File: src/rtl/bbc_pkg.sv
`timescale 1ns / 1ps
// ----------------------------------------------------------------------------
// bbc_pkg
// Shared types, codes and character helpers of the bracket balance checker.
// ----------------------------------------------------------------------------
package bbc_pkg;

  typedef logic [1:0] code_t;
  typedef logic [1:0] kind_t;
  typedef logic [7:0] char_t;

  localparam logic FUNC_TEXT = 1'b0;
  localparam logic FUNC_END  = 1'b1;

  localparam kind_t KIND_BALANCED = 2'd0;
  localparam kind_t KIND_BAD      = 2'd1;
  localparam kind_t KIND_MISSING  = 2'd2;
  localparam kind_t KIND_OVERFLOW = 2'd3;

  localparam code_t CODE_PAREN   = 2'd0;
  localparam code_t CODE_BRACE   = 2'd1;
  localparam code_t CODE_BRACKET = 2'd2;

  localparam char_t CH_OPEN_PAREN    = 8'h28;
  localparam char_t CH_OPEN_BRACE    = 8'h7B;
  localparam char_t CH_OPEN_BRACKET  = 8'h5B;
  localparam char_t CH_CLOSE_PAREN   = 8'h29;
  localparam char_t CH_CLOSE_BRACE   = 8'h7D;
  localparam char_t CH_CLOSE_BRACKET = 8'h5D;

  localparam logic [15:0] POS_FIELD_MAX = 16'hFFFF;

  function automatic logic is_opener(input char_t c);
    return (c == CH_OPEN_PAREN) || (c == CH_OPEN_BRACE) || (c == CH_OPEN_BRACKET);
  endfunction

  function automatic logic is_closer(input char_t c);
    return (c == CH_CLOSE_PAREN) || (c == CH_CLOSE_BRACE) || (c == CH_CLOSE_BRACKET);
  endfunction

  function automatic code_t opener_code(input char_t c);
    code_t r;
    r = CODE_BRACKET;
    if (c == CH_OPEN_PAREN) begin
      r = CODE_PAREN;
    end else if (c == CH_OPEN_BRACE) begin
      r = CODE_BRACE;
    end
    return r;
  endfunction

  function automatic char_t closer_char(input code_t code);
    char_t r;
    unique case (code)
      CODE_PAREN:   r = CH_CLOSE_PAREN;
      CODE_BRACE:   r = CH_CLOSE_BRACE;
      CODE_BRACKET: r = CH_CLOSE_BRACKET;
      default:      r = 8'd0;
    endcase
    return r;
  endfunction

endpackage

File: src/rtl/bbc_stack_mem.sv
`timescale 1ns / 1ps
// ----------------------------------------------------------------------------
// bbc_stack_mem
// Opener stack memory with one write port and a registered read port that
// forwards a write to the entry being read.
// ----------------------------------------------------------------------------
module bbc_stack_mem
  import bbc_pkg::*;
#(
  parameter int DEPTH = 64,
  parameter int AW    = 6
) (
  input  logic          clk,
  input  logic          we,
  input  logic [AW-1:0] waddr,
  input  code_t         wdata,
  input  logic [AW-1:0] raddr,
  output code_t         rdata
);

  code_t mem [DEPTH];

  always_ff @(posedge clk) begin
    if (we) begin
      mem[waddr] <= wdata;
    end
  end

  always_ff @(posedge clk) begin
    if (we && (waddr == raddr)) begin
      rdata <= wdata;
    end else begin
      rdata <= mem[raddr];
    end
  end

endmodule
File: config.mk
export PLATFORM = sky130hd
export DESIGN_NAME = bbc_stack_mem
export DESIGN_NICKNAME = d
export VERILOG_FILES = /design/src/rtl/bbc_pkg.sv /design/src/rtl/bbc_stack_mem.sv
export SDC_FILE = /design/constraint.sdc
export NUM_CORES = 1
export LEC_CHECK = 0
export ABC_AREA = 1
export CAP_MARGIN = 15
export CORE_UTILIZATION = 30
export CTS_CLUSTER_SIZE = 28
export DETAILED_ROUTE_END_ITERATION = 6
export DONT_BUFFER_PORTS = 1
export SYNTH_ARGS = -nofsm -noshare
export SYNTH_HDL_FRONTEND = slang
export SYNTH_SLANG_ARGS = --single-unit
export TNS_END_PERCENT = 1
File: constraint.sdc
create_clock -name clk -period 3.25 [get_ports clk]
set_input_delay 0.65 -clock clk [delete_from_list [all_inputs] [get_ports clk]]
set_output_delay 0.65 -clock clk [all_outputs]
set_load 0.005 [all_outputs]
==> results of run 1 <==
[where the power goes]
part           internal (W)  switching [W]
Sequential          0.00191     0.00000711
Combinational     0.0000503       0.000130
Clock               0.00128       0.000688
[cell type report]
cell class	instances	area [um^2]
flip-flops and latches	134	3970
fillers	1809	12200
well taps	234	293
clock inverters	14	184
multi-input cells	350	1500
clock buffers	18	429
inverters	12	45.0
repair buffers	6	57.6
[how the worst min path moves through the flow]
stage             start    to  slack (ps)  cells after the start
2_1_floorplan  raddr[0]  flop         680                      0
5_1_grt        raddr[1]  flop         250                      0
3_5_place_dp   raddr[4]  flop         680                      0
3_3_place_gp   raddr[4]  flop         680                      0
4_1_cts        raddr[1]  flop         250                      0
6_report       raddr[0]  flop         260                      0
[metrics by stage]
stage | total power, W | hold WS [ps] | cell area, um^2 | util | cells
floorplan | 0.00209 | 678 | 5690 | - | 524
global placement | 0.00212 | 678 | 5860 | 0.314 | 736
detailed placement | 0.00213 | 678 | 5860 | 0.314 | 736
CTS | 0.00407 | 252 | 6470 | 0.347 | 768
global route | 0.00417 | 246 | 6470 | 0.347 | 768
finish | 0.00406 | 264 | 6470 | 0.347 | 768
[cell families after synthesis]
group                  Yosys count
AND/OR/NAND/NOR                350
flip-flops                     134
buffers and inverters           40
[metal layers]
layer | share of wire | global-route usage | vias to the layer above
li1 | - | - | 1824
met1 | 0.45 | 0.175 | 1875
met2 | 0.48 | 0.228 | 137
met3 | 0.057 | 0.0334 | 19
met4 | 0.012 | 0.0376 | 0
met5 | 0 | 0 | -
[Yosys cell counts]
master,instances
nand2_1,162
dfxtp_1,6
inv_1,11
edfxtp_1,128
buf_6,6
nand4_1,9
nor4_1,8
buf_4,5
clkbuf_1,4
nor2_1,56
inv_2,1
buf_2,13
nand3_1,115
==> results.sh, run 1 <==
export IMPL_htreeDepth=4
export IMPL_cp_start_kind="flop"
export IMPL_fin_crit_ps=2840
export IMPL_hold_viol=0
export IMPL_synth_nets=540
export IMPL_setup_tns_ps=0
export IMPL_cts_tree="done"
export IMPL_maxSlewHeadroom=0.573
export IMPL_final_common_cell="nand2_1"
export IMPL_clk_path_buf_depth=2
export IMPL_start_util=0.305
export IMPL_synth_xor_area_share=0
export IMPL_tightest_slew_ps=638
export IMPL_dp_hpwl_um=7630
export IMPL_synth_simple_gate_area_share=0.263
export IMPL_grt_antenna_before_repair=0
export IMPL_synth_area_leaders="edfxtp_1, nand2_1, nand3_1"
export IMPL_io_buffers=0
export IMPL_grt_overflow=0
export IMPL_grt_use_total=0.136
export IMPL_leakage_nw=2.27
export IMPL_place_ws_ps=857
export IMPL_synth_top_family_by_area="simple AND/OR/NAND/NOR gates"
export IMPL_cp_required_ps=2600
export IMPL_synth_area_mm2=0.00569
export IMPL_slowest_stage="inv_2"
export IMPL_hold_path_class="input port to flop"
export IMPL_synth_fa_ha_area_frac=0
export IMPL_diodes=0
export IMPL_synth_compound_area_frac=0
export IMPL_crit_family="simple AND/OR/NAND/NOR gates"
export IMPL_cp_depth=10
export IMPL_regMostFlops="mem"
export IMPL_drv_slew=0
export IMPL_routed_wire_length_per_instance_um=16.4
export IMPL_dieArea_mm2=0.0195
export IMPL_rows=50
export IMPL_routabilityCongestion=0.816
export IMPL_syn_inst=524
export IMPL_fin_nets=537
export IMPL_p_per_area_mw_per_mm2=627
export IMPL_synth_cell_types=13
export IMPL_crit_end="rdata[1]"
export IMPL_top_regs="mem x128"
export IMPL_maxCapViolCount=0
export IMPL_ctsResizeCount=0
export IMPL_synth_top_area_cell="edfxtp_1"
export IMPL_root_buffer="clkbuf_16"
export IMPL_grt_max_degree=65
export IMPL_crit_type="flop to output port"
export IMPL_critPathCaptureType="output port"
export IMPL_final_cell_mix="nand2_1, edfxtp_1, nand3_1"
export IMPL_die_x_um=140
export IMPL_finalSetupViolations=0
export IMPL_fmax_mhz=352
export IMPL_hold_buffers=0
export IMPL_synth_area_per_cell_um2=10.9
export IMPL_cp_slowest_stage_delay_ps=450
export IMPL_fin_crit_sh=0.875
export IMPL_clock_sinks=134
export IMPL_grt_setup_unrepaired="no"
export IMPL_yosysSeqAreaShare=0.696
export IMPL_grt_pass1_wl_um=20100
export IMPL_final_antenna_net_count=0
export IMPL_route_detailed_drc=0
export IMPL_areaGrowthSynthToFinish_pct=13.7
export IMPL_ys_ff_latch=134
export IMPL_dr_pass1_iters=5
export IMPL_crit_chain="inv_2 -> buf_12 -> nand2_1 -> nand3_1 -> nand3_1 -> nand2_1 -> nand2_1 -> nand3_1 -> nand3_1 -> nand2_1"
export IMPL_worst_path_buf_inv=2
export IMPL_core_area_mm2=0.0186
export IMPL_grt_pass1_vias=3769
export IMPL_synth_top_area_share=0.675
export IMPL_drtIter0Drc=433
export IMPL_cts_setup_buffers=0
export IMPL_synth_warning_count=0
export IMPL_drive_gt1_frac=0.0712
export IMPL_totalWireLength_um=12600
export IMPL_ioPinCount=18
export IMPL_synthMuxAreaShare=0
export IMPL_crit_path_max_fanout=34
export IMPL_largest_reg_flops=128
export IMPL_irDropWorstVdd_uv=449
export IMPL_route_vias_total=3855
export IMPL_die_h_um=140
export IMPL_via_per_inst=5.02
export IMPL_worst_slack_ps=406
export IMPL_crit_arrival_ps=2190
export IMPL_numCtsBuffers=17
export IMPL_status="completed"
export IMPL_path_clk_slew_ps=60
Note: power is estimated with default switching activity, not from simulation.
==> run 2, diff against run 1 <==
==> constraint.sdc (replaced) <==
create_clock -name clk -period 3.25 [get_ports clk]
set_input_delay 0.65 -clock clk [delete_from_list [all_inputs] [get_ports clk]]
set_output_delay 0.65 -clock clk [all_outputs]
set_load 0.02 [all_outputs]
==> results.sh, run 2 (synthesized netlist as in run 1, its figures left out) <==
export IMPL_ctsResizeCount=0
export IMPL_via_per_inst=4.99
export IMPL_grt_pass1_vias=3722
export IMPL_largest_reg_flops=128
export IMPL_grt_max_degree=65
export IMPL_clock_sinks=134
export IMPL_dp_hpwl_um=7700
export IMPL_root_buffer="clkbuf_16"
export IMPL_hold_buffers=0
export IMPL_route_detailed_drc=0
export IMPL_die_x_um=140
export IMPL_maxSlewHeadroom=0.530
export IMPL_cp_slowest_stage_delay_ps=430
export IMPL_fin_crit_ps=2910
export IMPL_grt_setup_unrepaired="no"
export IMPL_rows=50
export IMPL_clk_path_buf_depth=2
export IMPL_tightest_slew_ps=703
export IMPL_fmax_mhz=344
export IMPL_routabilityCongestion=0.833
export IMPL_cp_start_kind="flop"
export IMPL_hold_viol=0
export IMPL_cp_required_ps=2600
export IMPL_fin_nets=536
export IMPL_p_per_area_mw_per_mm2=609
export IMPL_route_vias_total=3824
export IMPL_drtIter0Drc=372
export IMPL_regMostFlops="mem"
export IMPL_critPathCaptureType="output port"
export IMPL_diodes=0
export IMPL_ioPinCount=18
export IMPL_totalWireLength_um=12700
export IMPL_drive_gt1_frac=0.0675
export IMPL_cts_tree="done"
export IMPL_final_antenna_net_count=0
export IMPL_worst_path_buf_inv=2
export IMPL_final_common_cell="nand2_1"
export IMPL_final_cell_mix="nand2_1, edfxtp_1, nand3_1"
export IMPL_numCtsBuffers=17
export IMPL_cts_setup_buffers=0
export IMPL_crit_type="flop to output port"
export IMPL_crit_family="simple AND/OR/NAND/NOR gates"
export IMPL_dieArea_mm2=0.0195
export IMPL_irDropWorstVdd_uv=384
export IMPL_slowest_stage="inv_2"
export IMPL_fin_crit_sh=0.896
export IMPL_grt_pass1_wl_um=20000
export IMPL_dr_pass1_iters=5
export IMPL_grt_use_total=0.137
export IMPL_io_buffers=0
export IMPL_crit_path_max_fanout=33
export IMPL_grt_overflow=0
export IMPL_leakage_nw=2.25
export IMPL_crit_chain="inv_2 -> buf_12 -> nand2_1 -> nand3_1 -> nand3_1 -> nand2_1 -> nand2_1 -> nand3_1 -> nand3_1 -> nand2_1"
export IMPL_setup_tns_ps=0
export IMPL_maxCapViolCount=0
export IMPL_status="completed"
export IMPL_core_area_mm2=0.0186
export IMPL_finalSetupViolations=0
export IMPL_top_regs="mem x128"
export IMPL_htreeDepth=4
export IMPL_crit_arrival_ps=2260
export IMPL_path_clk_slew_ps=50
export IMPL_hold_slack_ps=266
export IMPL_areaGrowthSynthToFinish_pct=12.7
export IMPL_drv_slew=0
export IMPL_hold_path_class="input port to flop"
export IMPL_grt_antenna_before_repair=0
export IMPL_die_h_um=140
export IMPL_start_util=0.305
export IMPL_routed_wire_length_per_instance_um=16.5
==> run 2: stage by stage <==
| stage | area, um^2 | total power, W | std cells | utilization | setup slack [ps] |
|---|---|---|---|---|---|
| 6_report | 6420 | 0.00391 | 767 | 0.344 | 339 |
| 4_1_cts | 6420 | 0.00393 | 767 | 0.344 | 324 |
| 3_5_place_dp | 5850 | 0.00213 | 735 | 0.314 | 814 |
| 2_1_floorplan | 5690 | 0.00209 | 524 | - | 1410 |
| 3_3_place_gp | 5850 | 0.00213 | 735 | 0.314 | 831 |
| 5_1_grt | 6420 | 0.00402 | 767 | 0.344 | 172 |
==> run 2: routing by layer <==
metal / vias to the layer above / wire length (um) / global-route usage
li1: 1828 / - / -
met1: 1846 / 5660 / 0.174
met2: 134 / 6150 / 0.222
met3: 16 / 701 / 0.0351
met4: 0 / 166 / 0.0532
met5: - / 0 / 0
==> run 2: power breakdown <==
group	switching [W]	total [W]	internal (W)
sequential	0.00000932	0.00192	0.00191
clock	0.000690	0.00181	0.00112
combinational	0.000131	0.000180	0.0000493
total	0.000830	0.00391	0.00308
==> run 2: worst paths after layout <==
| path | slack, ps | startpoint | depth (start not counted) | to |
|---|---|---|---|---|
| worst max-delay path | 340 | flop | 10 | rdata[0] |
| worst min-delay path | 270 | raddr[5] | 0 | flop |
==> run 2: cell type report <==
| cell class | count | area (um^2) |
|---|---|---|
| flip-flops and latches | 134 | 3970 |
| well taps | 234 | 293 |
| clock inverters | 13 | 134 |
| clock buffers | 19 | 433 |
| repair buffers | 5 | 50.0 |
| inverters | 12 | 45.0 |
| fillers | 1830 | 12200 |
| multi-input cells | 350 | 1500 |
